<file path="src/rtl/core/scl_pkg.sv">
package scl_pkg;

  localparam int CONTROL_SLOTS_DEF     = 16;
  localparam int LINE_BUFFER_BYTES_DEF = 128;
  localparam int LEN_W                 = 8;
  localparam int QUEUE_DEPTH           = 2;

  // characters
  localparam logic [7:0] CH_NUL     = 8'd0;
  localparam logic [7:0] CH_NEWLINE = 8'd10;
  localparam logic [7:0] CH_COMMA   = 8'h2c;
  localparam logic [7:0] CH_PLUS    = 8'h2b;
  localparam logic [7:0] CH_MINUS   = 8'h2d;
  localparam logic [7:0] CH_DOLLAR  = 8'h24;
  localparam logic [7:0] CH_ZERO    = 8'h30;
  localparam logic [7:0] CH_NINE    = 8'h39;
  localparam logic [7:0] CH_UC_A    = 8'h41;
  localparam logic [7:0] CH_UC_D    = 8'h44;
  localparam logic [7:0] CH_UC_E    = 8'h45;
  localparam logic [7:0] CH_UC_I    = 8'h49;
  localparam logic [7:0] CH_UC_N    = 8'h4e;
  localparam logic [7:0] CH_TAB     = 8'd9;
  localparam logic [7:0] CH_VT      = 8'd11;
  localparam logic [7:0] CH_FF      = 8'd12;
  localparam logic [7:0] CH_CR      = 8'd13;
  localparam logic [7:0] CH_SPACE   = 8'd32;

  // control kinds
  localparam logic [1:0] KIND_DIGITAL = 2'd0;
  localparam logic [1:0] KIND_ENCODER = 2'd1;
  localparam logic [1:0] KIND_ANALOG  = 2'd2;
  localparam logic [1:0] KIND_UNKNOWN = 2'd3;

  // line status
  localparam logic [1:0] ST_OK       = 2'd0;
  localparam logic [1:0] ST_RANGE    = 2'd1;
  localparam logic [1:0] ST_OVERFLOW = 2'd2;

  // token positions
  localparam logic [1:0] TOK_KEY    = 2'd0;
  localparam logic [1:0] TOK_INDEX  = 2'd1;
  localparam logic [1:0] TOK_VALUE  = 2'd2;
  localparam logic [1:0] TOK_IGNORE = 2'd3;

  // number phases
  localparam logic [1:0] PH_WAIT   = 2'd0;
  localparam logic [1:0] PH_SIGN   = 2'd1;
  localparam logic [1:0] PH_DIGITS = 2'd2;
  localparam logic [1:0] PH_STOP   = 2'd3;

  // key match progress
  localparam logic [3:0] KEY_IDLE     = 4'd0;
  localparam logic [3:0] KEY_DOLLAR   = 4'd1;
  localparam logic [3:0] KEY_D        = 4'd2;
  localparam logic [3:0] KEY_E        = 4'd3;
  localparam logic [3:0] KEY_A        = 4'd4;
  localparam logic [3:0] KEY_DI       = 4'd5;
  localparam logic [3:0] KEY_EN       = 4'd6;
  localparam logic [3:0] KEY_AN       = 4'd7;
  localparam logic [3:0] KEY_MISMATCH = 4'd15;

  typedef struct packed {
    logic [1:0]         kind;
    logic signed [31:0] index;
    logic signed [31:0] value;
    logic [1:0]         status;
    logic               enc_store;
  } line_rec_t;

endpackage

</file>
<file path="src/rtl/core/scl_front.sv">
module scl_front #(
  parameter int CONTROL_SLOTS     = scl_pkg::CONTROL_SLOTS_DEF,
  parameter int LINE_BUFFER_BYTES = scl_pkg::LINE_BUFFER_BYTES_DEF
) (
  input  logic              clk,
  input  logic              rst_n,
  input  logic              beat,
  input  logic [7:0]        rx_byte,
  output logic              push,
  output scl_pkg::line_rec_t push_rec
);
  import scl_pkg::*;

  localparam logic [LEN_W-1:0] LEN_LIMIT = LEN_W'(LINE_BUFFER_BYTES - 1);

  function automatic logic [3:0] key_next(input logic [3:0] p, input logic [7:0] c);
    logic [3:0] r;
    r = KEY_MISMATCH;
    unique case (p)
      KEY_IDLE:   if (c == CH_DOLLAR) r = KEY_DOLLAR;
      KEY_DOLLAR: begin
        if (c == CH_UC_D) r = KEY_D;
        else if (c == CH_UC_E) r = KEY_E;
        else if (c == CH_UC_A) r = KEY_A;
      end
      KEY_D:      if (c == CH_UC_I) r = KEY_DI;
      KEY_E:      if (c == CH_UC_N) r = KEY_EN;
      KEY_A:      if (c == CH_UC_N) r = KEY_AN;
      default:    r = KEY_MISMATCH;
    endcase
    return r;
  endfunction

  // acc * 10 +/- digit, clamped to 32-bit signed
  function automatic logic signed [31:0] acc_step(input logic signed [31:0] acc,
                                                  input logic neg, input logic [3:0] d);
    logic signed [35:0] a;
    logic signed [35:0] dd;
    logic signed [35:0] v;
    logic signed [31:0] r;
    a  = $signed({{4{acc[31]}}, acc});
    dd = $signed({32'd0, d});
    v  = (a <<< 3) + (a <<< 1);
    v  = neg ? v - dd : v + dd;
    if (v > 36'sd2147483647) r = 32'sh7fffffff;
    else if (v < -36'sd2147483648) r = 32'sh80000000;
    else r = $signed(v[31:0]);
    return r;
  endfunction

  logic [LEN_W-1:0]   len_r, len_nxt;
  logic               ovf_r, ovf_nxt;
  logic [1:0]         tok_r, tok_nxt;
  logic               open_r, open_nxt;
  logic [3:0]         key_r, key_nxt;
  logic [1:0]         phase_r, phase_nxt;
  logic               neg_r, neg_nxt;
  logic signed [31:0] idx_acc_r, idx_acc_nxt;
  logic signed [31:0] val_acc_r, val_acc_nxt;

  logic               is_blank, is_digit, idx_oor;
  logic signed [31:0] cur_acc, step_acc;
  logic [1:0]         kind;

  assign is_blank = (rx_byte == CH_SPACE) || (rx_byte == CH_TAB) || (rx_byte == CH_VT) ||
                    (rx_byte == CH_FF) || (rx_byte == CH_CR);
  assign is_digit = (rx_byte >= CH_ZERO) && (rx_byte <= CH_NINE);
  assign cur_acc  = (tok_r == TOK_INDEX) ? idx_acc_r : val_acc_r;
  assign step_acc = acc_step(cur_acc, neg_r, rx_byte[3:0]);

  always_comb begin
    len_nxt     = len_r;
    ovf_nxt     = ovf_r;
    tok_nxt     = tok_r;
    open_nxt    = open_r;
    key_nxt     = key_r;
    phase_nxt   = phase_r;
    neg_nxt     = neg_r;
    idx_acc_nxt = idx_acc_r;
    val_acc_nxt = val_acc_r;
    if (beat) begin
      if (rx_byte == CH_NEWLINE) begin
        len_nxt     = '0;
        ovf_nxt     = 1'b0;
        tok_nxt     = TOK_KEY;
        open_nxt    = 1'b0;
        key_nxt     = KEY_IDLE;
        phase_nxt   = PH_WAIT;
        neg_nxt     = 1'b0;
        idx_acc_nxt = '0;
        val_acc_nxt = '0;
      end else begin
        if (len_r >= LEN_LIMIT) ovf_nxt = 1'b1;
        else len_nxt = len_r + LEN_W'(1);
        if (tok_r != TOK_IGNORE) begin
          priority if (rx_byte == CH_NUL) begin
            tok_nxt = TOK_IGNORE;
          end else if (rx_byte == CH_COMMA) begin
            if (open_r) begin
              tok_nxt   = tok_r + 2'd1;
              open_nxt  = 1'b0;
              phase_nxt = PH_WAIT;
              neg_nxt   = 1'b0;
            end
          end else begin
            open_nxt = 1'b1;
            if (tok_r == TOK_KEY) begin
              key_nxt = key_next(key_r, rx_byte);
            end else if (phase_r != PH_STOP) begin
              priority if (phase_r == PH_WAIT && is_blank) begin
                phase_nxt = PH_WAIT;
              end else if (phase_r == PH_WAIT &&
                           (rx_byte == CH_PLUS || rx_byte == CH_MINUS)) begin
                neg_nxt   = (rx_byte == CH_MINUS);
                phase_nxt = PH_SIGN;
              end else if (!is_digit) begin
                phase_nxt = PH_STOP;
              end else begin
                phase_nxt = PH_DIGITS;
                if (tok_r == TOK_INDEX) idx_acc_nxt = step_acc;
                else val_acc_nxt = step_acc;
              end
            end
          end
        end
      end
    end
  end

  always_ff @(posedge clk) begin
    if (!rst_n) begin
      len_r     <= '0;
      ovf_r     <= 1'b0;
      tok_r     <= TOK_KEY;
      open_r    <= 1'b0;
      key_r     <= KEY_IDLE;
      phase_r   <= PH_WAIT;
      neg_r     <= 1'b0;
      idx_acc_r <= '0;
      val_acc_r <= '0;
    end else begin
      len_r     <= len_nxt;
      ovf_r     <= ovf_nxt;
      tok_r     <= tok_nxt;
      open_r    <= open_nxt;
      key_r     <= key_nxt;
      phase_r   <= phase_nxt;
      neg_r     <= neg_nxt;
      idx_acc_r <= idx_acc_nxt;
      val_acc_r <= val_acc_nxt;
    end
  end

  // classify the finished line
  assign idx_oor = idx_acc_r[31] || ($unsigned(idx_acc_r) >= 32'(CONTROL_SLOTS));

  always_comb begin
    unique case (key_r)
      KEY_DI:  kind = KIND_DIGITAL;
      KEY_EN:  kind = KIND_ENCODER;
      KEY_AN:  kind = KIND_ANALOG;
      default: kind = KIND_UNKNOWN;
    endcase
  end

  always_comb begin
    push = beat && (rx_byte == CH_NEWLINE);
    if (ovf_r) begin
      push_rec.kind      = KIND_UNKNOWN;
      push_rec.index     = '0;
      push_rec.value     = '0;
      push_rec.status    = ST_OVERFLOW;
      push_rec.enc_store = 1'b0;
    end else begin
      push_rec.kind      = kind;
      push_rec.index     = idx_acc_r;
      push_rec.value     = val_acc_r;
      push_rec.status    = (kind != KIND_UNKNOWN && idx_oor) ? ST_RANGE : ST_OK;
      push_rec.enc_store = (kind == KIND_ENCODER) && !idx_oor;
    end
  end

endmodule

</file>
<file path="src/rtl/core/scl_queue.sv">
module scl_queue (
  input  logic               clk,
  input  logic               rst_n,
  input  logic               push,
  input  scl_pkg::line_rec_t push_rec,
  output logic               full,
  input  logic               pop,
  output logic               head_valid,
  output scl_pkg::line_rec_t head_rec
);
  import scl_pkg::*;

  localparam int PTR_W = (QUEUE_DEPTH > 1) ? $clog2(QUEUE_DEPTH) : 1;
  localparam int CNT_W = $clog2(QUEUE_DEPTH + 1);
  localparam logic [PTR_W-1:0] PTR_LAST = PTR_W'(QUEUE_DEPTH - 1);
  localparam logic [CNT_W-1:0] CNT_FULL = CNT_W'(QUEUE_DEPTH);

  line_rec_t        entry_r [QUEUE_DEPTH];
  logic [PTR_W-1:0] wr_ptr_r, rd_ptr_r;
  logic [CNT_W-1:0] count_r, count_nxt;

  assign full       = (count_r == CNT_FULL);
  assign head_valid = (count_r != '0);
  assign head_rec   = entry_r[rd_ptr_r];

  always_comb begin
    count_nxt = count_r;
    if (push && !pop) count_nxt = count_r + CNT_W'(1);
    else if (pop && !push) count_nxt = count_r - CNT_W'(1);
  end

  always_ff @(posedge clk) begin
    if (push) entry_r[wr_ptr_r] <= push_rec;
  end

  always_ff @(posedge clk) begin
    if (!rst_n) begin
      wr_ptr_r <= '0;
      rd_ptr_r <= '0;
      count_r  <= '0;
    end else begin
      count_r <= count_nxt;
      if (push) wr_ptr_r <= (wr_ptr_r == PTR_LAST) ? '0 : wr_ptr_r + PTR_W'(1);
      if (pop)  rd_ptr_r <= (rd_ptr_r == PTR_LAST) ? '0 : rd_ptr_r + PTR_W'(1);
    end
  end

`ifndef NO_ASSERTIONS
  a_count_bound: assert property (@(posedge clk) disable iff (!rst_n)
    count_r <= CNT_FULL) else $error("queue count beyond depth");
  a_no_push_full: assert property (@(posedge clk) disable iff (!rst_n)
    push |-> !full || pop) else $error("queue push while full");
  a_no_pop_empty: assert property (@(posedge clk) disable iff (!rst_n)
    pop |-> head_valid) else $error("queue pop while empty");
`endif

endmodule

</file>
<file path="src/rtl/core/scl_back.sv">
module scl_back #(
  parameter int CONTROL_SLOTS = scl_pkg::CONTROL_SLOTS_DEF
) (
  input  logic               clk,
  input  logic               rst_n,
  input  logic               head_valid,
  input  scl_pkg::line_rec_t head_rec,
  output logic               pop,
  output logic               out_valid,
  input  logic               out_ready,
  output scl_pkg::line_rec_t out_rec,
  output logic [31:0]        out_total
);
  import scl_pkg::*;

  localparam int SLOT_W = (CONTROL_SLOTS > 1) ? $clog2(CONTROL_SLOTS) : 1;

  logic [31:0]        total_mem [CONTROL_SLOTS];
  logic [CONTROL_SLOTS-1:0] total_vld_r;

  logic               s1_valid_r;
  line_rec_t          s1_rec_r;
  logic [31:0]        mem_q_r;
  logic               vld_q_r;
  logic               fwd_r;
  logic [31:0]        fwd_data_r;

  logic               out_valid_r;
  line_rec_t          out_rec_r;
  logic [31:0]        out_total_r;

  logic [SLOT_W-1:0]  rd_slot, wr_slot;
  logic               s1_go, s1_load, wr_en;
  logic [31:0]        old_total, sum;

  assign rd_slot   = head_rec.index[SLOT_W-1:0];
  assign wr_slot   = s1_rec_r.index[SLOT_W-1:0];
  assign s1_go     = s1_valid_r && (!out_valid_r || out_ready);
  assign s1_load   = head_valid && (!s1_valid_r || s1_go);
  assign pop       = s1_load;
  assign wr_en     = s1_go && s1_rec_r.enc_store;
  assign old_total = fwd_r ? fwd_data_r : (vld_q_r ? mem_q_r : 32'd0);
  assign sum       = old_total + $unsigned(s1_rec_r.value);

  // encoder totals: one write, one registered read per cycle
  always_ff @(posedge clk) begin
    if (wr_en) total_mem[wr_slot] <= sum;
    if (s1_load) mem_q_r <= total_mem[rd_slot];
  end

  always_ff @(posedge clk) begin
    if (!rst_n) begin
      total_vld_r <= '0;
    end else if (wr_en) begin
      total_vld_r[wr_slot] <= 1'b1;
    end
  end

  // read side bookkeeping, with bypass when the line ahead hits the same slot
  always_ff @(posedge clk) begin
    if (s1_load) begin
      s1_rec_r   <= head_rec;
      vld_q_r    <= total_vld_r[rd_slot];
      fwd_r      <= wr_en && (wr_slot == rd_slot);
      fwd_data_r <= sum;
    end
  end

  always_ff @(posedge clk) begin
    if (s1_go) begin
      out_rec_r   <= s1_rec_r;
      out_total_r <= s1_rec_r.enc_store ? sum : 32'd0;
    end
  end

  always_ff @(posedge clk) begin
    if (!rst_n) begin
      s1_valid_r  <= 1'b0;
      out_valid_r <= 1'b0;
    end else begin
      s1_valid_r  <= s1_load || (s1_valid_r && !s1_go);
      out_valid_r <= s1_go || (out_valid_r && !out_ready);
    end
  end

  assign out_valid = out_valid_r;
  assign out_rec   = out_rec_r;
  assign out_total = out_total_r;

`ifndef NO_ASSERTIONS
  a_s1_hold: assert property (@(posedge clk) disable iff (!rst_n)
    s1_valid_r && !s1_go |=> s1_valid_r && $stable(s1_rec_r))
    else $error("stage one lost a stalled line");
  a_total_zero: assert property (@(posedge clk) disable iff (!rst_n)
    out_valid_r && (out_rec_r.kind != KIND_ENCODER || out_rec_r.status != ST_OK)
    |-> out_total_r == 32'd0) else $error("encoder total on a line that stores none");
  a_overflow_rec: assert property (@(posedge clk) disable iff (!rst_n)
    out_valid_r && out_rec_r.status == ST_OVERFLOW
    |-> out_rec_r.kind == KIND_UNKNOWN && out_rec_r.index == 0 && out_rec_r.value == 0)
    else $error("overflow report carries line data");
`endif

endmodule

</file>
<file path="src/rtl/core/serial_control_line_parser.sv">
// channel | ports                                   | direction | moves
// input   | in_valid in_ready in_rx_byte            | in        | one received byte per beat
// result  | out_valid out_ready out_control_kind     | out       | one report per line
//         | out_control_index out_parsed_value       |           |
//         | out_encoder_total out_line_status        |           |
// one byte per cycle while in_ready is high; a line crosses queue, s1 and out regs
// the encoder total read-modify-write is a two-stage memory pipeline with a bypass,
// so while out_ready holds, reports can leave every cycle, even for the same slot
// a two-entry line queue sits between the parser and the store; in_ready drops only
// when that queue is full because the result side stalls
// synchronous active-low reset clears the line state, the queue and all encoder totals
module serial_control_line_parser #(
  parameter int CONTROL_SLOTS     = scl_pkg::CONTROL_SLOTS_DEF,
  parameter int LINE_BUFFER_BYTES = scl_pkg::LINE_BUFFER_BYTES_DEF
) (
  input  logic               clk,
  input  logic               rst_n,
  input  logic               in_valid,
  output logic               in_ready,
  input  logic [7:0]         in_rx_byte,
  output logic               out_valid,
  input  logic               out_ready,
  output logic [1:0]         out_control_kind,
  output logic signed [31:0] out_control_index,
  output logic signed [31:0] out_parsed_value,
  output logic signed [31:0] out_encoder_total,
  output logic [1:0]         out_line_status
);
  import scl_pkg::*;

  logic      beat, push, q_full, pop, head_valid;
  line_rec_t push_rec, head_rec, out_rec;
  logic [31:0] out_total;

  assign in_ready = !q_full;
  assign beat     = in_valid && in_ready;

  scl_front #(
    .CONTROL_SLOTS     (CONTROL_SLOTS),
    .LINE_BUFFER_BYTES (LINE_BUFFER_BYTES)
  ) u_front (
    .clk      (clk),
    .rst_n    (rst_n),
    .beat     (beat),
    .rx_byte  (in_rx_byte),
    .push     (push),
    .push_rec (push_rec)
  );

  scl_queue u_queue (
    .clk        (clk),
    .rst_n      (rst_n),
    .push       (push),
    .push_rec   (push_rec),
    .full       (q_full),
    .pop        (pop),
    .head_valid (head_valid),
    .head_rec   (head_rec)
  );

  scl_back #(
    .CONTROL_SLOTS (CONTROL_SLOTS)
  ) u_back (
    .clk        (clk),
    .rst_n      (rst_n),
    .head_valid (head_valid),
    .head_rec   (head_rec),
    .pop        (pop),
    .out_valid  (out_valid),
    .out_ready  (out_ready),
    .out_rec    (out_rec),
    .out_total  (out_total)
  );

  assign out_control_kind  = out_rec.kind;
  assign out_control_index = out_rec.index;
  assign out_parsed_value  = out_rec.value;
  assign out_encoder_total = $signed(out_total);
  assign out_line_status   = out_rec.status;

endmodule
</file>
<file path="config.mk">
export PLATFORM = sky130hd
export DESIGN_NAME = serial_control_line_parser
export DESIGN_NICKNAME = d
export VERILOG_FILES = /design/src/rtl/core/scl_pkg.sv /design/src/rtl/core/scl_front.sv /design/src/rtl/core/scl_queue.sv /design/src/rtl/core/scl_back.sv /design/src/rtl/core/serial_control_line_parser.sv
export SDC_FILE = /design/constraint.sdc
export NUM_CORES = 1
export LEC_CHECK = 0
export ABC_AREA = 0
export CAP_MARGIN = 20
export CELL_PAD_IN_SITES_DETAIL_PLACEMENT = 1
export CELL_PAD_IN_SITES_GLOBAL_PLACEMENT = 1
export CORE_ASPECT_RATIO = 0.5
export CORE_UTILIZATION = 49
export CTS_BUF_LIST = sky130_fd_sc_hd__clkbuf_4 sky130_fd_sc_hd__clkbuf_8
export DETAILED_ROUTE_END_ITERATION = 16
export DONT_BUFFER_PORTS = 1
export PLACE_DENSITY_LB_ADDON = 0.1
export SLEW_MARGIN = 40
export SYNTH_ARGS = -nofsm -noshare
export SYNTH_HDL_FRONTEND = slang
export SYNTH_SLANG_ARGS = --single-unit
</file>
<file path="constraint.sdc">
create_clock -name clk -period 9.5 [get_ports clk]
set_input_delay 0.95 -clock clk [delete_from_list [all_inputs] [get_ports clk]]
set_output_delay 0.95 -clock clk [all_outputs]
set_load 0.02 [all_outputs]
</file>
==> results of run 1 <==
==> stage by stage <==
step | total power [W] | hold slack (ps) | instance area [um^2] | setup WS (ps) | std cells
after floorplan | 0.00822 | 400 | 42700 | 253 | 3410
after global placement | 0.00917 | 405 | 44200 | 2700 | 4461
after detailed placement | 0.00935 | 406 | 44300 | 2600 | 4462
after CTS | 0.0128 | 136 | 47100 | 2530 | 4715
after global routing | 0.0132 | 180 | 47200 | 2100 | 4715
final | 0.0127 | 235 | 47200 | 2520 | 4716
==> area by class of cell <==
cell class | count | area (um^2) | area share, %
Inverter | 39 | 171 | 0.364
Clock inverter | 48 | 327 | 0.693
Clock buffer | 205 | 2500 | 5.31
Tap cell | 1170 | 1460 | 3.10
Antenna cell | 1 | 2.50 | 0.00531
Timing Repair Buffer | 66 | 534 | 1.13
Multi-Input combinational cell | 2196 | 13500 | 28.5
Sequential cell | 991 | 28700 | 60.9
==> sequential cells by signal, summed over array words and instances, names as in the netlist, 2 cells and up, named ones only <==
| name | flops |
|---|---|
| u_front.tok_r | 2 |
| u_back.out_total | 32 |
| u_queue.count_r | 2 |
| u_front.key_r | 4 |
| u_front.phase_r | 2 |
| u_front.val_acc_r | 32 |
| u_front.idx_acc_r | 32 |
| u_back.s1_rec_r | 69 |
| u_back.total_vld_r | 16 |
| u_front.len_r | 8 |
| u_back.fwd_data_r | 32 |
| u_back.mem_q_r | 32 |
| u_queue.entry_r | 138 |
| u_back.out_rec | 68 |
| u_back.total_mem | 512 |
==> path summary, 6_finish.rpt <==
check / end / slack (ps) / depth (start not counted)
min reg2reg: u_back.out_rec[41] / 420 / 0
max reg2reg: u_back.out_total[31] / 2520 / 19
max: u_back.out_total[31] / 2520 / 19
min: u_queue.wr_ptr_r / 230 / 1
==> cells in the final DEF, fill, tap and decap left out, types with 19 or more instances in the layout <==
master,Yosys,layout
clkbuf_4,0,51
o21a_1,29,29
ha_1,69,68
a21oi_1,85,84
o21ai_0,57,57
clkbuf_8,0,154
nand4_1,19,19
a311oi_1,66,66
nand3_1,299,299
mux2_2,94,94
a22o_1,47,47
nand2b_1,26,24
o21ai_1,45,45
and3_1,57,56
dfxtp_1,106,104
xor2_1,34,31
edfxtp_1,885,885
inv_1,34,33
xnor2_1,70,65
buf_4,1,59
a31oi_1,47,47
clkinv_1,2,27
nor3_1,35,30
nor2_1,126,113
nor2b_1,85,81
and2_1,49,49
nand2_1,642,642
a21o_1,27,27
==> power breakdown <==
part / leakage [nW] / switching, W / internal, W
sequential: 8.84 / 0.000463 / 0.00632
combinational: 5.97 / 0.00177 / 0.000700
clock: 1.49 / 0.00164 / 0.00180
==> worst max-delay path, stage by stage, from the launching register on <==
cell	delay [ps]
edfxtp_1	360
buf_4	300
nor2b_2	170
buf_4	440
a22o_1	250
ha_1	250
a21o_1	170
a21oi_1	240
o21bai_1	120
a21boi_0	530
o21ai_0	280
a31oi_1	280
o21ai_0	210
a2111oi_0	770
o31ai_1	270
o41ai_1	480
o21ai_0	240
o41ai_1	680
xnor2_2	390
and2_1	270
==> kinds of logic (layout without fill, tap and decap cells) <==
group                      Yosys count  after routing
DFF                                991            991
xor gates and xnor gates           106            106
AOI/OAI and AO/OA                  494            494
buffers and inverters              223            358
other                                0              1
and+or+nand+nor                   1405           1405
muxes                              116            116
adders and majority gates           75             75
==> per-layer routing <==
metal / vias to the layer above / wire, um / track usage (%)
li1: 12600 / - / -
met1: 14400 / 54300 / 38.2
met2: 718 / 55200 / 42.3
met3: 158 / 6200 / 4.28
met4: 0 / 2300 / 8.19
met5: - / 0 / 0
==> reports/results.tsv, run 1 <==
stage	metric	value	unit
sta	Final period util	73.5	%
run_status	outcome	finished, final reports clean	
floorplan	Initial Util	49.6	%
drt	drt wl/cell	25.0	um
sta	RSZ-0062 raised after global routing	no	
synth	ranking of synthesized cells by area	edfxtp_1 (62%), nand2_1 (5.6%), dfxtp_1 (5.0%), nand3_1 (3.5%), mux2_2 (2.5%)	
power	VDD IR max	0.164	mV
synth	syn_nets	3495	
drt	via count	28000	
clocking	TritonCTS Sinks	991	
sta	clock skew	35.2	ps
synth	sequential-to-total area share from yosys stat	67.1	%
grt	initial antenna violation count	2	
grt	first-pass GRT wire length	178000	um
clocking	CTS Buffer Depth	3	
synth	xor/xnor share of the synthesized area	2.21	%
placement	post-DP HPWL	70500	um
drt	Iteration-0 DRC Markers	2161	
power	LEAKAGE	16.3	nW
drt	WL final	118000	um
synth	synth warn	0	
placement	# port buffers	0	
grt	largest net degree at the start of global routing	135	
drt	number of routed nets with antenna violations	0	
flow_run	max_cap viols	0	
grt	vias in the first global route	28800	
sta	Final setup viols	0	
sta	minimum clock period	6980	ps
sta	Fmax	143	MHz
floorplan	DIE AREA	0.0885	mm^2
synth	simple-gate share of the synthesized area	15.3	%
placement	gpl congestion	0.879	
sta	Setup TNS Final	0	ps
synth	largest family of logic cells by synthesized area	simple AND/OR/NAND/NOR gates	
clocking	Root Buffer	clkbuf_8	
sta	relative slew slack	34.8	%
worst_setup_path	Worst Path Arrival	7550	ps
floorplan	Core Rows	76	
synth	multiplexer share of the synthesized area	3.03	%
clocking	CTS Buf Count	142	
synth	EDFF count, synth	885	
cells_and_area	fillers	8662	
drt	post-DR vias/cell	5.93	
power	pwr/cell area	269	mW/mm^2
synth	Netlist cell types	90	
worst_setup_path	crit start category	flip-flop	
synth	flops & latches, synth	991	
drt	drt pass-1 iters	5	
synth	synth cell count leaders	edfxtp_1 (885), nand2_1 (642), nand3_1 (299)	
clocking	later-pin clock latency in the skew report	830	ps
sta	Final Max Slew Viols	0	
grt	gr usage total	26.8	%
hold_path	hold crit path type	input port to flip-flop	
cells_and_area	Nets	3521	
sta	Worst-Margin Slew	978	ps
grt	Congestion Overflow GR	0	
sta	Hold Vio Cnt, Final	0	
worst_setup_path	worst-path maximum fanout	34	
synth	top-area cell type share of the netlist area	62.2	%
floorplan	Top Ports	114	
clocking	# resized after CTS	0	
synth	area leader, netlist	edfxtp_1	
floorplan	Die Ht	211	um
clocking	CTS clk-pin slew, worst paths	70	ps
worst_setup_path	Crit. End Element	flip-flop	
synth	Avg Cell Area, Syn	12.5	um^2
synth	count leader, synth	edfxtp_1	
synth	Post-Syn Instances	3410	
cells_and_area	Finished Core Util	54.7	%
worst_setup_path	critical path required time	10070	ps
cells_and_area	Area growth syn-to-layout	10.3	%
synth	Top FF cell, synth	edfxtp_1	
clocking	Max H-tree Level	4	
drt	DRC	0	
clocking	CTS tree	built	
synth	Async SR Flop Fraction	0	%
synth	Cell Area, Synth	0.0427	mm^2
synth	Compound-Gate Fraction of Synth Area	8.04	%
cells_and_area	share of cells above drive strength 1	12.9	%
clocking	Post-CTS Setup Bufs	0	
floorplan	core area	0.0862	mm^2
worst_setup_path	r2r startpoint	u_back.fwd_r	
hold_path	origin of the worst min-delay path	rst_n	
clocking	hold-fix buffers at CTS	0	
floorplan	Die Span X	420	um
synth	post-synthesis adder-cell area fraction	2.25	%
worst_setup_path	Crit. Startpoint	u_back.fwd_r	
worst_setup_path	critical path type	flip-flop to flip-flop	
(Power assumes the default switching activity.)
==> run 2, diff against run 1 <==
--- a/config.mk
+++ b/config.mk
@@ -10,7 +10,7 @@
 export CELL_PAD_IN_SITES_DETAIL_PLACEMENT = 1
 export CELL_PAD_IN_SITES_GLOBAL_PLACEMENT = 1
 export CORE_ASPECT_RATIO = 0.5
-export CORE_UTILIZATION = 49
+export CORE_UTILIZATION = 55
 export CTS_BUF_LIST = sky130_fd_sc_hd__clkbuf_4 sky130_fd_sc_hd__clkbuf_8
 export DETAILED_ROUTE_END_ITERATION = 16
 export DONT_BUFFER_PORTS = 1
==> constraint.sdc (replaced) <==
create_clock -name clk -period 7.1 [get_ports clk]
set_input_delay 0.71 -clock clk [delete_from_list [all_inputs] [get_ports clk]]
set_output_delay 0.71 -clock clk [all_outputs]
set_load 0.02 [all_outputs]
==> run 2 against run 1 <==
  * Via count up 1.5%
  * Final cell count down 3.4%
  * Maximum frequency rose by 4.3%
  * Routed wire length grew 1.9%
  * Sequential power grew 34%
  * Clock skew hardly changed
  * The flow now finishes with violations (design-rule violations)
==> reports/results.tsv, run 2 (synthesis gave the netlist of run 1 again) <==
stage	metric	value	unit	change
cells_and_area	max reg flops	512		unchanged
power	pwr/cell area	360	mW/mm^2	+34%
sta	Final Max Slew Viols	0		unchanged
cells_and_area	combined area of the multi-input logic cells	0.0136	mm^2	+1.0%
power	VDD IR max	0.205	mV	+25%
clocking	CTS tree	built		
sta	Worst-Margin Slew	887	ps	-91.4 ps
clocking	CTS clk-pin slew, worst paths	70	ps	about the same
grt	gr usage total	30.3	%	+3.5 points
drt	number of routed nets with antenna violations	0		unchanged
placement	gpl congestion	0.869		-1.0%
sta	clock skew	35.2	ps	-0.0126 ps
run_status	violated checks	design-rule violations		
grt	initial antenna violation count	3		+1
power	LEAKAGE	16.3	nW	about the same
placement	# port buffers	0		unchanged
grt	largest net degree at the start of global routing	156		+16%
floorplan	Die Span X	396	um	-5.6%
grt	first-pass GRT wire length	179000	um	+0.89%
sta	Fmax	149	MHz	+4.3%
floorplan	DIE AREA	0.0789	mm^2	-11%
sta	minimum clock period	6700	ps	-287 ps
worst_setup_path	worst-path maximum fanout	18		-47%
worst_setup_path	critical path type	flip-flop to flip-flop		
cells_and_area	final instance area	0.0470	mm^2	-0.41%
drt	DRC	4		+4
clocking	# resized after CTS	0		unchanged
worst_setup_path	Worst Path Arrival	7320	ps	-230 ps
sta	Final setup viols	0		unchanged
grt	Congestion Overflow GR	0		unchanged
clocking	later-pin clock latency in the skew report	790	ps	-40 ps
floorplan	Top Ports	114		unchanged
drt	Iteration-0 DRC Markers	2621		+21%
cells_and_area	register area	0.0287	mm^2	unchanged
clocking	CTS Buf Count	138		-2.8%
placement	placed cell area	0.0442	mm^2	-0.26%
clocking	Max H-tree Level	4		unchanged
worst_setup_path	Crit. End Element	flip-flop		
floorplan	Die Ht	199	um	-5.6%
sta	Hold Vio Cnt, Final	0		unchanged
hold_path	hold crit path type	input port to flip-flop		
cells_and_area	commonest non-fill, non-tap cell in the layout	edfxtp_1		
clocking	Post-CTS Setup Bufs	0		unchanged
drt	drt pass-1 iters	11		+6
clocking	CTS Buffer Depth	3		unchanged
worst_setup_path	crit start category	flip-flop		
sta	RSZ-0062 raised after global routing	no		
cells_and_area	share of cells above drive strength 1	12.9	%	about the same
cells_and_area	Nets	3515		-0.17%
drt	drt wl/cell	26.4	um	+5.5%
drt	WL final	120000	um	+1.9%
sta	relative slew slack	40.7	%	+6.0 points
run_status	outcome	finished with violations		
cells_and_area	Area growth syn-to-layout	9.86	%	
worst_setup_path	critical path required time	7730	ps	-2340 ps
sta	Setup TNS Final	0	ps	unchanged
cells_and_area	largest register by flop count	u_back.total_mem		
floorplan	core area	0.0760	mm^2	-12%
drt	post-DR vias/cell	6.23		+5.1%
cells_and_area	most frequent cells in the layout	edfxtp_1 (885), nand2_1 (642), nand3_1 (299)		
floorplan	Initial Util	56.2	%	+6.7 points
flow_run	max_cap viols	0		unchanged
cells_and_area	top flop regs	u_back.total_mem (512), u_queue.entry_r (138), u_back.s1_rec_r (69)		
sta	Final period util	94.3	%	+21 points
clocking	Root Buffer	clkbuf_8		
grt	vias in the first global route	29400		+2.1%
clocking	hold-fix buffers at CTS	0		unchanged
drt	via count	28400		+1.5%
floorplan	Core Rows	71		-6.6%
clocking	TritonCTS Sinks	991		unchanged
sta	Fin Hold WS	61.0	ps	-174 ps
placement	post-DP HPWL	73200	um	+3.9%
cells_and_area	fillers	7504		-13%
run 2: final timing paths:
kind / from / endpoint / depth (start not counted) / slack, ps
max: u_back.fwd_r / u_back.out_total[28] / 20 / 400
min: rst_n / u_front.key_r[3] / 1 / 60
max reg2reg: u_back.fwd_r / u_back.out_total[28] / 20 / 400
min reg2reg: u_back.s1_rec_r[52] / u_back.out_rec[52] / 0 / 420
run 2: layout make-up:
class / count / area share (%)
repair buffers: 64 / 1.25
multi-input cells: 2196 / 28.9
flip-flops and latches: 991 / 61.1
clock buffers: 205 / 5.21
well taps: 1022 / 2.72
diodes: 1 / 0.00533
clock inverters: 37 / 0.410
inverters: 39 / 0.354
run 2: power by group:
part	leakage [nW]	internal [W]	switching, W
Sequential	8.84	0.00846	0.000640
Clock	1.40	0.00221	0.00215
Combinational	6.06	0.000960	0.00250
run 2: worst max-delay path: stages, from the launching register on:
cell and delay (ps):
edfxtp_1 340, buf_4 260, nor2b_2 80, buf_4 210, a22o_1 220, ha_1 210, fa_1 450, a21o_1 220
a21oi_1 340, o21a_1 200, o21ai_0 150, a31oi_1 570, o21ai_0 350, a21o_1 250, a21oi_1 380, o21ai_0 430
or4_1 550, a31oi_1 310, nand2b_1 150, xor2_2 640, and2_1 220
run 2: layer usage:
metal	routed length (um)	track usage [%]	vias to the layer above
met3	7820	4.96	194
li1	-	-	12600
met2	57700	50.0	1047
met1	51600	41.2	14500
met5	13	0	-
met4	3040	10.3	2
run 2: per-stage QoR:
| step | std cells | setup slack (ps) | total power (W) | util, % |
|---|---|---|---|---|
| after CTS | 4552 | 320 | 0.0168 | 61.6 |
| after detailed placement | 4310 | 379 | 0.0125 | 58.1 |
| after global routing | 4554 | 52.3 | 0.0175 | 61.8 |
| after floorplan | 3410 | 197 | 0.0110 | - |
| after global placement | 4310 | 781 | 0.0121 | 57.9 |
| final | 4555 | 405 | 0.0169 | 61.8 |
